### src/sv/rppd_pkg.sv
// ---------------------------------------------------------------------------
// rppd_pkg: shared types and constants of the remote panel decoder
// Request and response payloads, frame event codes, register indexes and the
// hex and axis scaling helpers used by the frame checker.
// ---------------------------------------------------------------------------
package rppd_pkg;

   typedef struct packed {
      logic       cmd;
      logic [7:0] rx_byte;
   } req_type;

   typedef struct packed {
      logic              send_poll;
      logic              panel_alive;
      logic [1:0]        frame_event;
      logic signed [7:0] left_x;
      logic signed [7:0] left_y;
      logic signed [7:0] right_x;
      logic signed [7:0] right_y;
      logic [12:0]       buttons;
   } rsp_type;

   typedef enum logic [1:0] {
      EV_NONE      = 2'd0,
      EV_ACTIVE    = 2'd1,
      EV_RADIO_OFF = 2'd2,
      EV_REJECT    = 2'd3
   } frame_event_type;

   // request kinds
   localparam logic CMD_BYTE = 1'b0;
   localparam logic CMD_TICK = 1'b1;

   // register indexes
   localparam logic CSR_TICK_PERIOD = 1'b0;
   localparam logic CSR_TIMEOUT     = 1'b1;

   localparam logic [7:0]  TICK_PERIOD_RST = 8'd10;
   localparam logic [15:0] TIMEOUT_RST     = 16'd400;

   localparam logic [5:0] FRAME_LEN  = 6'd36;
   // only bytes 0..20 are looked at before the closing byte
   localparam int         FRAME_KEEP = 21;
   localparam int         KEEP_W     = 5;

   localparam logic [7:0] CH_X      = 8'h78;
   localparam logic [7:0] CH_3      = 8'h33;
   localparam logic [7:0] CH_1      = 8'h31;
   localparam logic [7:0] CH_Z      = 8'h7A;
   localparam logic [7:0] MARK_ZERO = 8'h30;
   localparam logic [7:0] MODE_ON   = 8'h38;
   localparam logic [7:0] MODE_OFF  = 8'h34;
   localparam logic [7:0] AXIS_BIAS = 8'd96;

   typedef struct packed {
      frame_event_type  frame_event;
      logic [3:0][7:0]  axes;
      logic [12:0]      buttons;
   } frm_res_type;

   typedef struct packed {
      logic poll;
      logic retry;
   } tmr_res_type;

   // {valid, digit}
   function automatic logic [4:0] hex_val(input logic [7:0] c);
      logic [4:0] r;
      r = '0;
      if (c >= 8'h30 && c <= 8'h39) begin
         r = {1'b1, 4'(c - 8'h30)};
      end else if (c >= 8'h61 && c <= 8'h66) begin
         r = {1'b1, 4'(c - 8'h57)};
      end else if (c >= 8'h41 && c <= 8'h46) begin
         r = {1'b1, 4'(c - 8'h37)};
      end
      return r;
   endfunction

   function automatic logic [7:0] hex_pair(input logic [7:0] hi, input logic [7:0] lo);
      logic [4:0] h;
      logic [4:0] l;
      logic [7:0] r;
      h = hex_val(hi);
      l = hex_val(lo);
      if (!h[4]) begin
         r = 8'd0;
      end else if (!l[4]) begin
         r = {4'd0, h[3:0]};
      end else begin
         r = {h[3:0], l[3:0]};
      end
      return r;
   endfunction

   // 3*a - 96, modulo 256
   function automatic logic [7:0] scale_pos(input logic [5:0] a);
      logic [7:0] t;
      t = {2'b00, a} + {1'b0, a, 1'b0};
      return t - AXIS_BIAS;
   endfunction

   function automatic logic [7:0] scale_neg(input logic [5:0] a);
      logic [7:0] t;
      t = {2'b00, a} + {1'b0, a, 1'b0};
      return AXIS_BIAS - t;
   endfunction

endpackage

### src/sv/remote_panel_poll_and_frame_decoder_unit.sv
// ---------------------------------------------------------------------------
// remote_panel_poll_and_frame_decoder_unit: remote panel poller and decoder
// Takes received bytes and millisecond ticks, requests polls and decodes the
// panel's 36-byte replies into joystick axes, buttons and an alive flag.
// ---------------------------------------------------------------------------
// Every request gives exactly one response. A request is registered, decoded
// by combinational logic (byte capture and frame check, or the elapsed-time
// update) and its response lands in an output register; a new request is
// taken every cycle and the pipeline only stalls while a response waits
// with rsp_ready low. The frame check runs on the cycle of the closing byte
// and reads only bytes 0..20 plus the closing byte itself.
module remote_panel_poll_and_frame_decoder_unit (
   input  logic              clock,
   input  logic              reset,
   input  logic              req_valid,
   output logic              req_ready,
   input  rppd_pkg::req_type req_data,
   output logic              rsp_valid,
   input  logic              rsp_ready,
   output rppd_pkg::rsp_type rsp_data,
   input  logic              csr_wr_en,
   input  logic              csr_index,
   input  logic [15:0]       csr_wdata
);

   rppd_pkg::req_type     in_ff;
   logic                  in_valid_ff;
   logic                  in_valid_in;
   rppd_pkg::rsp_type     rsp_ff;
   rppd_pkg::rsp_type     rsp_in;
   logic                  rsp_valid_ff;
   logic                  rsp_valid_in;
   logic [7:0]            tick_period_ff;
   logic [15:0]           timeout_ff;
   logic                  alive_ff;
   logic                  alive_in;
   logic [3:0][7:0]       axes_ff;
   logic [3:0][7:0]       axes_in;
   logic [12:0]           buttons_ff;
   logic [12:0]           buttons_in;
   logic                  advance;
   logic                  step;
   logic                  frame_ok;
   rppd_pkg::frm_res_type frm_res;
   rppd_pkg::tmr_res_type tmr_res;

   assign advance   = !rsp_valid_ff || rsp_ready;
   assign step      = in_valid_ff && advance;
   assign req_ready = !in_valid_ff || advance;

   // configuration registers
   always_ff @(posedge clock) begin
      if (reset) begin
         tick_period_ff <= rppd_pkg::TICK_PERIOD_RST;
         timeout_ff     <= rppd_pkg::TIMEOUT_RST;
      end else if (csr_wr_en) begin
         unique case (csr_index)
            rppd_pkg::CSR_TICK_PERIOD: tick_period_ff <= csr_wdata[7:0];
            rppd_pkg::CSR_TIMEOUT:     timeout_ff     <= csr_wdata;
            default: ;
         endcase
      end
   end

   // input register
   always_comb begin
      in_valid_in = in_valid_ff;
      if (req_valid && req_ready) begin
         in_valid_in = 1'b1;
      end else if (step) begin
         in_valid_in = 1'b0;
      end
   end

   always_ff @(posedge clock) begin
      if (reset) begin
         in_valid_ff <= 1'b0;
      end else begin
         in_valid_ff <= in_valid_in;
      end
   end

   always_ff @(posedge clock) begin
      if (req_valid && req_ready) begin
         in_ff <= req_data;
      end
   end

   rppd_frame u_frame (
      .clock       (clock),
      .reset       (reset),
      .step        (step),
      .is_byte     (in_ff.cmd == rppd_pkg::CMD_BYTE),
      .rx_byte     (in_ff.rx_byte),
      .clear_count (tmr_res.poll),
      .frm_res     (frm_res)
   );

   assign frame_ok = (frm_res.frame_event == rppd_pkg::EV_ACTIVE) ||
                     (frm_res.frame_event == rppd_pkg::EV_RADIO_OFF);

   rppd_timer u_timer (
      .clock       (clock),
      .reset       (reset),
      .step        (step),
      .is_tick     (in_ff.cmd == rppd_pkg::CMD_TICK),
      .frame_ok    (frame_ok),
      .tick_period (tick_period_ff),
      .timeout     (timeout_ff),
      .tmr_res     (tmr_res)
   );

   // decoded panel data
   always_comb begin
      alive_in   = alive_ff;
      axes_in    = axes_ff;
      buttons_in = buttons_ff;
      if (frm_res.frame_event == rppd_pkg::EV_ACTIVE) begin
         alive_in   = 1'b1;
         axes_in    = frm_res.axes;
         buttons_in = frm_res.buttons;
      end else if ((frm_res.frame_event == rppd_pkg::EV_RADIO_OFF) || tmr_res.retry) begin
         alive_in   = 1'b0;
         axes_in    = '0;
         buttons_in = '0;
      end
   end

   always_ff @(posedge clock) begin
      if (reset) begin
         alive_ff   <= 1'b0;
         axes_ff    <= '0;
         buttons_ff <= '0;
      end else begin
         alive_ff   <= alive_in;
         axes_ff    <= axes_in;
         buttons_ff <= buttons_in;
      end
   end

   // output register
   always_comb begin
      rsp_in.send_poll   = tmr_res.poll;
      rsp_in.panel_alive = alive_in;
      rsp_in.frame_event = frm_res.frame_event;
      rsp_in.left_x      = axes_in[0];
      rsp_in.left_y      = axes_in[1];
      rsp_in.right_x     = axes_in[2];
      rsp_in.right_y     = axes_in[3];
      rsp_in.buttons     = buttons_in;
   end

   always_comb begin
      rsp_valid_in = rsp_valid_ff;
      if (step) begin
         rsp_valid_in = 1'b1;
      end else if (rsp_ready) begin
         rsp_valid_in = 1'b0;
      end
   end

   always_ff @(posedge clock) begin
      if (reset) begin
         rsp_valid_ff <= 1'b0;
      end else begin
         rsp_valid_ff <= rsp_valid_in;
      end
   end

   always_ff @(posedge clock) begin
      if (step) begin
         rsp_ff <= rsp_in;
      end
   end

   assign rsp_valid = rsp_valid_ff;
   assign rsp_data  = rsp_ff;

   // an accepted active frame always leaves the panel alive
   a_active_alive: assert property (@(posedge clock) disable iff (reset)
      (rsp_valid_ff && (rsp_ff.frame_event == rppd_pkg::EV_ACTIVE)) |-> rsp_ff.panel_alive)
      else $error("active frame without panel alive");

   // radio-off frame clears the alive flag, buttons and axes (left_x is checked)
   a_off_clear: assert property (@(posedge clock) disable iff (reset)
      (rsp_valid_ff && (rsp_ff.frame_event == rppd_pkg::EV_RADIO_OFF)) |->
      (!rsp_ff.panel_alive && (rsp_ff.buttons == 13'd0) && (rsp_ff.left_x == 8'sd0)))
      else $error("radio-off frame left data behind");

   // a poll comes only from a tick, which never reports a frame
   a_poll_no_event: assert property (@(posedge clock) disable iff (reset)
      (rsp_valid_ff && rsp_ff.send_poll) |-> (rsp_ff.frame_event == rppd_pkg::EV_NONE))
      else $error("poll and frame event in one response");

endmodule

### src/sv/rppd_frame.sv
// ---------------------------------------------------------------------------
// rppd_frame: receive byte counter, frame capture and frame check
// Counts received bytes, keeps the bytes that the check needs and decodes
// the frame when its closing byte arrives.
// ---------------------------------------------------------------------------
module rppd_frame (
   input  logic                  clock,
   input  logic                  reset,
   input  logic                  step,
   input  logic                  is_byte,
   input  logic [7:0]            rx_byte,
   input  logic                  clear_count,
   output rppd_pkg::frm_res_type frm_res
);

   logic [5:0]                byte_count_ff;
   logic [5:0]                byte_count_in;
   logic [7:0]                frame_ff [rppd_pkg::FRAME_KEEP];
   logic                      take;
   logic                      last_byte;
   logic                      hdr_ok;
   rppd_pkg::frame_event_type frame_event;
   logic [7:0]                lx_pair;
   logic [7:0]                ly_pair;
   logic [7:0]                rx_pair;
   logic [7:0]                ry_pair;

   assign take      = step && is_byte && (byte_count_ff < rppd_pkg::FRAME_LEN);
   assign last_byte = take && (byte_count_ff == rppd_pkg::FRAME_LEN - 6'd1);

   always_comb begin
      byte_count_in = byte_count_ff;
      if (clear_count) begin
         byte_count_in = '0;
      end else if (take) begin
         byte_count_in = byte_count_ff + 6'd1;
      end
   end

   always_ff @(posedge clock) begin
      if (reset) begin
         byte_count_ff <= '0;
      end else begin
         byte_count_ff <= byte_count_in;
      end
   end

   always_ff @(posedge clock) begin
      if (take && (byte_count_ff < 6'(rppd_pkg::FRAME_KEEP))) begin
         frame_ff[byte_count_ff[rppd_pkg::KEEP_W-1:0]] <= rx_byte;
      end
   end

   // closing byte is checked straight from the request
   assign hdr_ok = (frame_ff[0] == rppd_pkg::CH_X) && (frame_ff[1] == rppd_pkg::CH_3) &&
                   (frame_ff[2] == rppd_pkg::CH_1) &&
                   (frame_ff[14] == rppd_pkg::MARK_ZERO) && (rx_byte == rppd_pkg::CH_Z);

   always_comb begin
      frame_event = rppd_pkg::EV_NONE;
      if (last_byte) begin
         if (!hdr_ok) begin
            frame_event = rppd_pkg::EV_REJECT;
         end else if (frame_ff[13] == rppd_pkg::MODE_ON) begin
            frame_event = rppd_pkg::EV_ACTIVE;
         end else if (frame_ff[13] == rppd_pkg::MODE_OFF) begin
            frame_event = rppd_pkg::EV_RADIO_OFF;
         end else begin
            frame_event = rppd_pkg::EV_REJECT;
         end
      end
   end

   assign frm_res.frame_event = frame_event;

   assign lx_pair = rppd_pkg::hex_pair(frame_ff[12], frame_ff[9]);
   assign ly_pair = rppd_pkg::hex_pair(frame_ff[11], frame_ff[12]);
   assign rx_pair = rppd_pkg::hex_pair(frame_ff[7], frame_ff[8]);
   assign ry_pair = rppd_pkg::hex_pair(frame_ff[10], frame_ff[7]);

   // x axes keep the low six bits, y axes drop the low two
   assign frm_res.axes[0] = rppd_pkg::scale_pos(lx_pair[5:0]);
   assign frm_res.axes[1] = rppd_pkg::scale_pos(ly_pair[7:2]);
   assign frm_res.axes[2] = rppd_pkg::scale_pos(rx_pair[5:0]);
   assign frm_res.axes[3] = rppd_pkg::scale_neg(ry_pair[7:2]);

   assign frm_res.buttons = {frame_ff[17][0], frame_ff[17][1], frame_ff[17][2],
                             frame_ff[20][3], frame_ff[20][2], frame_ff[17][3],
                             frame_ff[20][0], frame_ff[20][1], frame_ff[19][0],
                             frame_ff[18][2], frame_ff[18][3], frame_ff[18][0],
                             frame_ff[15][2]};

endmodule

### src/sv/rppd_timer.sv
// ---------------------------------------------------------------------------
// rppd_timer: elapsed time counter and poll scheduling
// Advances the saturating millisecond counter on ticks and decides between
// a normal poll, a timeout retry and no poll.
// ---------------------------------------------------------------------------
module rppd_timer (
   input  logic                  clock,
   input  logic                  reset,
   input  logic                  step,
   input  logic                  is_tick,
   input  logic                  frame_ok,
   input  logic [7:0]            tick_period,
   input  logic [15:0]           timeout,
   output rppd_pkg::tmr_res_type tmr_res
);

   logic [15:0] elapsed_ff;
   logic [15:0] elapsed_in;
   logic        ready_ff;
   logic        ready_in;
   logic [16:0] sum;
   logic [15:0] sat;

   assign sum = {1'b0, elapsed_ff} + {9'd0, tick_period};
   assign sat = sum[16] ? 16'hFFFF : sum[15:0];

   always_comb begin
      elapsed_in    = elapsed_ff;
      ready_in      = ready_ff;
      tmr_res.poll  = 1'b0;
      tmr_res.retry = 1'b0;
      if (step && is_tick) begin
         elapsed_in = sat;
         if (ready_ff) begin
            ready_in     = 1'b0;
            tmr_res.poll = 1'b1;
         end else if (sat >= timeout) begin
            elapsed_in    = '0;
            tmr_res.poll  = 1'b1;
            tmr_res.retry = 1'b1;
         end
      end else if (frame_ok) begin
         elapsed_in = '0;
         ready_in   = 1'b1;
      end
   end

   always_ff @(posedge clock) begin
      if (reset) begin
         elapsed_ff <= '0;
         ready_ff   <= 1'b1;
      end else begin
         elapsed_ff <= elapsed_in;
         ready_ff   <= ready_in;
      end
   end

endmodule
### config.mk
export PLATFORM = sky130hd
export DESIGN_NAME = remote_panel_poll_and_frame_decoder_unit
export DESIGN_NICKNAME = d
export VERILOG_FILES = /design/src/sv/rppd_pkg.sv /design/src/sv/remote_panel_poll_and_frame_decoder_unit.sv /design/src/sv/rppd_frame.sv /design/src/sv/rppd_timer.sv
export SDC_FILE = /design/constraint.sdc
export NUM_CORES = 1
export LEC_CHECK = 0
export ABC_AREA = 1
export BUFFER_PORTS_ARGS = -buffer_cell sky130_fd_sc_hd__buf_2
export CAP_MARGIN = 30
export CORE_MARGIN = 5
export CORE_UTILIZATION = 45
export DETAILED_ROUTE_END_ITERATION = 6
export PLACE_DENSITY_LB_ADDON = 0.3
export SYNTH_ARGS = -nofsm -noshare
export SYNTH_HDL_FRONTEND = slang
export SYNTH_SLANG_ARGS = --single-unit
### constraint.sdc
create_clock -name clock -period 3.9 [get_ports clock]
set_clock_uncertainty 0.1 [all_clocks]
set_input_delay 0 -clock clock [delete_from_list [all_inputs] [get_ports clock]]
set_output_delay 0 -clock clock [all_outputs]
set_load 0.01 [all_outputs]
Yosys cells after proc, flatten, opt, wreduce, memory -nomap -nowiden
Memory sizes are Yosys's and may differ from the RTL's.
Index checks and enable logic that the tools add are counted.
- add/sub/neg operators: 28
- magnitude comparators: 39
- equality and inequality tests: 10
- multiplexer cells: 53
- bitwise logic cells: 2
- reduce and logical (&&, ||, !) cells: 41
- operators by type and width (operator ; number):
    >= comparator 8 x 7 -> 1 bit (second input constant) ; 12
    less-or-equal comparator 8 x 7 -> 1 bit (second input constant) ; 12
    two-way mux 5 bit ; 18
    two-way mux 16 bit ; 5
    two-way mux 32 bit ; 2
    >= comparator 8 x 6 -> 1 bit (second input constant) ; 6
    less-or-equal comparator 8 x 6 -> 1 bit (second input constant) ; 6
    subtractor 4 x 3 -> 4 bit (second input constant) ; 12
    == test 8 x 6 -> 1 bit (second input constant) ; 5
    adder 6 x 7 -> 8 bit ; 4
    two-way mux 8 bit ; 4
    logical AND 1 bit ; 29
    two-way mux 13 bit ; 2
    two-way mux 6 bit ; 4
    subtractor 4 x 1 -> 4 bit (second input constant) ; 6
    subtractor 8 x 7 -> 8 bit (second input constant) ; 3
    adder 16 x 8 -> 17 bit ; 1
    == test 8 x 7 -> 1 bit (second input constant) ; 2
    >= comparator 16 bit ; 1
    two-way mux 1 bit ; 13
    two-way mux 2 bit ; 5
    subtractor 7 x 8 -> 8 bit (first input constant) ; 1
    adder 6 x 1 -> 6 bit (second input constant) ; 1
    == test 6 bit (second input constant) ; 1
    10 further kinds ; 18
- bits in registers: 153
- memory bits (writable): 168
- input bits: 31
- output and inout bits: 51
- word-level logic and storage cells: 197
- memories: 1
- memory list (name ; depth ; width ; rd ports ; clocked after Yosys merged registers in ; write ports ; RTL line ; text):
    u_frame.frame_ff ; 21 ; 8 ; 16 ; 0 ; 1 ; rppd_frame.sv:18 ; logic [7:0] frame_ff [rppd_pkg::FRAME_KEEP];

Depth between registers and ports, before layout
An unclocked memory read counts as a cell.
- depth in word-level cells: 12
- gate-level depth with buffers: 26
- gate-level depth less buffers: 25

Cells and area by module
A second synthesis with hierarchy kept.
- cell total of the unflattened synthesis: 1363
- area, all modules: 12774.8 um2
- modules (own cells, without submodules) (module ; instances ; cells an instance ; area an instance (um2) ; seq. area each (um2)):
    rppd_frame ; 1 ; 538 ; 5755.5 ; 3153.0
    remote_panel_poll_and_frame_decoder_unit ; 1 ; 522 ; 5053.6 ; 3183.1
    rppd_timer ; 1 ; 303 ; 1965.6 ; 340.3

Worst setup path before layout
OpenSTA, ideal clock, no wires.
- kind: flip-flop to flip-flop
- from: reg rsp_valid_ff, in the netlist rsp_valid
- to: reg buttons_ff[10]
- library setup time: 72 ps
- data arrival time: 3384 ps
- data required time: 3728 ps
- slack: 344 ps
- stages on the path, launching flop included: 15
- path buffers: 2
- clock period less this slack: 3556 ps
- path through: dfxtp_1 -> nand2_1 -> nand2_1 -> inv_1 -> nand3_1 -> inv_1 -> nand2_1 -> nor3_1 -> nand2_1 -> inv_1 -> ha_1 -> clkbuf_1 -> clkbuf_1 -> nand2_1 -> a21oi_1
- RTL lines (what ; RTL line ; text):
    from (decl) ; remote_panel_poll_and_frame_decoder_unit.sv:31 ; logic rsp_valid_ff;
    from (signal assigned) ; remote_panel_poll_and_frame_decoder_unit.sv:166 ; rsp_valid_ff <= rsp_valid_in;
    to (signal assigned) ; remote_panel_poll_and_frame_decoder_unit.sv:137 ; buttons_ff <= buttons_in;
    to (decl) ; remote_panel_poll_and_frame_decoder_unit.sv:39 ; logic [12:0] buttons_ff;

==> summary.txt <==
Clock tree
  – H-tree depth: 1
  – Root Buffer Master: clkbuf_16
  – Num CTS Buffers: 26
  – TritonCTS clock tree: yes
  – CTS Sinks: between 200 and 300
  – Clk Latency, worst-skew pair: 0.55 ns
  – Clock buffer depth: 3
  – Clock-pin slew on the worst setup and hold paths: 0.06 ns

Logic synthesis
  – Mean Syn Cell Area: 9.88 sq um
  – Number of library cell types mapped by synthesis: 52
  – Gate count after technology mapping: 1232
  – Yosys Warn Count: 0
  – Post-Syn Nets: roughly 1400
  – #FFs+latches synth: 254
  – Synth Cell Area: 12200 sq um
  – Post-synthesis sequential area ratio: a little over half

Worst setup path
  – Max stage delay on crit path: 0.37 ns
  – WS Path Type: reg -> reg
  – Element type at the critical path end: register
  – WP buf/inv: 4
  – Top Family by Delay on Critical Path: simple AND/OR/NAND/NOR gates
  – Reg-to-Reg Start: tick_period_ff[0]
  – Critical Path AT: 4.05 ns
  – Most used cell, CP: nand2_1
  – Worst R2R Path Depth: 25
  – Reg2reg setup slack: 0.03 ns
  – Slowest-stage cell, CP: fa_2
  – Worst endpoint required time: 4.08 ns
  – CP Launch Type: register
  – Reg2reg end: rsp_data[42]
  – Max FO, Critical Path: 6

Floorplanning
  – Core ar.: 26800 sq um
  – Height of the die: ~170 microns
  – Die W: 174 microns
  – Die Area: between 30000 and 40000 sq um
  – Starting Density: 45.4%
  – Ports: 82
  – Cell Rows: 60

Cells and area
  – Proportion of layout cells with a drive suffix above 1: between 20% and 30%
  – Area of the multi-input gates: about 5200 sq um
  – Fillers: 2256
  – Seq. cell area: about 6700 sq um
  – Diode count: 0
  – Area growth from synthesis to layout: 22.6%
  – Fin nets: 1514

Worst hold path
  – Worst hold endpoint: tick_period_ff[4]
  – Hold WC Path Type: in -> reg
  – Hold Crit Start: csr_wr_en
  – WHS Path Cells: 6

Detailed routing
  – DRC errors left: 0
  – Wire per inst: 15.1 microns
  – Via-to-Cell Ratio: 5.12
  – Via Count: 8967
  – Final ANT Viol Nets: 0
  – Starting DRT DRC Count: 530
  – DRT Pass-1 Iters: 7
  – WL final: 26500 microns

Global routing
  – GRT Util Overall: 16.6%
  – Largest net degree at the start of global routing: 65
  – Vias in the first global route: 8787
  – Grt ovf: 0
  – Initial antenna violation count: 0
  – First-pass GRT wire length: around 42000 microns

Run status
  – Status: complete, no violations

Timing
  – Final setup vio count: 0
  – Slew Limit Fails: 0
  – Rel. slew slack: 42.4%
  – Final WS setup: 0.0330 ns
  – Setup_tns: 0 ns
  – F_max: 259 MHz
  – Worst hold slack: 0.0537 ns
  – Fin crit share: slightly below 100%
  – Hold Violations, Final: 0
  – RSZ-0062 raised after global routing: yes
  – Slew @ Worst Pin: 0.863 ns
  – Tmin final: between 3 and 4 ns

Power and ir drop
  – Leakage: 6.23 nW
  – Worst IR drop on VDD: 0.331 mV
  – Power Dens Cells: between 300 and 400 nW/um^2

Place
  – Pre-CTS WS: -0.0108 ns
  – RD Place Congestion: 0.877
  – Buffers on Ports: 81
  – Dpl hpwl: between 15000 and 20000 microns

Run
  – Max-cap violations: 0
-- per-layer routing --
layer  share of wire (%)  vias to the layer above  wire [microns]  track usage [%]
li1                    -                     4522               -                -
met1                  45                     4221           12000             21.8
met2                  49                      187           12900             29.0
met3                 4.0                       37            1070             2.57
met4                 2.0                        0             534             3.63
met5                   0                        -               0                0
-- kinds of logic after synthesis --
group                      after synthesis  synth area share, %
buffers and inverters                  163                 5.23
adders and majority gates               93                 9.80
and+or+nand+nor                        502                 19.0
DFF                                    254                 54.8
AOI/OAI and AO/OA                      198                 9.51
xor gates and xnor gates                22                 1.58
-- cells in the mapped netlist, drive strengths merged --
master	count	area share [%]
ha	89	9.1
a31oi	4	0.21
or2	17	0.89
dfxtp	95	16
nor3b	2	0.12
nand3b	7	0.46
o21a	1	0.062
o21ai	42	1.8
edfxtp	159	39
buf	13	0.59
a21oi	123	5.5
nand4	6	0.31
nor2	76	2.4
nor4	10	0.51
a221oi	1	0.072
o32ai	1	0.13
o22ai	4	0.21
clkinv	2	0.062
o21bai	2	0.15
inv	134	4.2
xor2	18	1.3
a32o	1	0.082
clkbuf	14	0.43
o31ai	1	0.062
fa	4	0.66
nand2	268	9.0
o211ai	12	0.82
xnor2	4	0.29
o21ba	3	0.25
nand3	99	4.4
a211oi	3	0.18
nor3	17	0.96
-- worst register-to-register path: cells and delay by family, from the launching register on --
| family | cells | cell delay [ns] |
|---|---|---|
| compound gates | 4 | 0.53 |
| fa+ha+maj | 3 | 0.81 |
| simple gates | 14 | 1.41 |
| buf+inv | 4 | 0.41 |
| flops | 1 | 0.34 |
-- through the flow --
stage	std cells	power [mW]	cell area, sq um	utilization (%)
4_1_cts	1741	5.80	14400	53.8
5_1_grt	1751	5.97	14900	55.7
6_report	1751	5.76	14900	55.7
3_3_place_gp	1646	3.21	13000	48.7
3_5_place_dp	1646	3.21	13000	48.7
2_1_floorplan	1232	3.12	12200	-
-- cell usage in the layout (no fill, tap or decap), drive strengths merged, types with 3 or more instances in the layout --
cell / count
nor2: 76
fa: 4
nand4: 6
nor4: 10
nand3b: 7
nand2: 268
o211ai: 12
clkinv: 8
dlygate4sd3: 47
xor2: 18
edfxtp: 159
a211oi: 3
bufinv: 3
inv: 138
ha: 89
or2: 17
buf: 106
o21ba: 3
xnor2: 4
a31oi: 4
dfxtp: 95
a21oi: 123
nand3: 99
o21ai: 42
nor3: 17
clkbuf: 37
o22ai: 4
-- layout make-up --
type | instances | area share, %
timing repair inverter | 1 | 0.0587
tap | 341 | 2.86
multi-input combinational | 815 | 35.0
timing repair buffer | 156 | 7.82
clock inverter | 14 | 1.23
inverter | 136 | 3.47
clock buffer | 34 | 4.76
sequential | 254 | 44.8
-- worst max path at each step --
stage,endpoint,start,slack (ns),depth (start not counted)
5_1_grt,rsp_data[29],tick_period_ff[0],-0.18,24
2_1_floorplan,buttons_ff[10],rsp_valid,0.34,14
6_report,rsp_data[42],tick_period_ff[0],0.03,25
3_5_place_dp,rsp_data[29],tick_period_ff[0],-0.01,24
3_3_place_gp,rsp_data[41],tick_period_ff[0],0.02,24
4_1_cts,rsp_data[29],tick_period_ff[0],0.02,24
-- registers in the layout, indices dropped and copies added, names as in the netlist --
name                   cells
u_frame.frame_ff         101
rsp_data                  49
axes_ff                   32
timeout_ff                16
u_timer.elapsed_ff        16
buttons_ff                13
in_ff                      9
tick_period_ff             8
u_frame.byte_count_ff      6
alive_ff                   1
in_valid_ff                1
rsp_valid                  1
u_timer.ready_ff           1
-- repair_timing --
action,CTS,global route
pin swaps,0,12
cloned,0,4
hold endpoints to repair,45,0
setup buffers,0,6
hold buffers,47,0
setup endpoints to repair,24,96
resized for setup,2,80
-- where the power goes --
part | switching, mW | internal (mW) | leakage [nW]
sequential | 0.0305 | 2.90 | 2.24
combinational | 0.166 | 0.111 | 3.55
clock | 1.05 | 1.50 | 0.433
total | 1.25 | 4.51 | 6.23
Note: power is estimated with default switching activity, not from simulation.
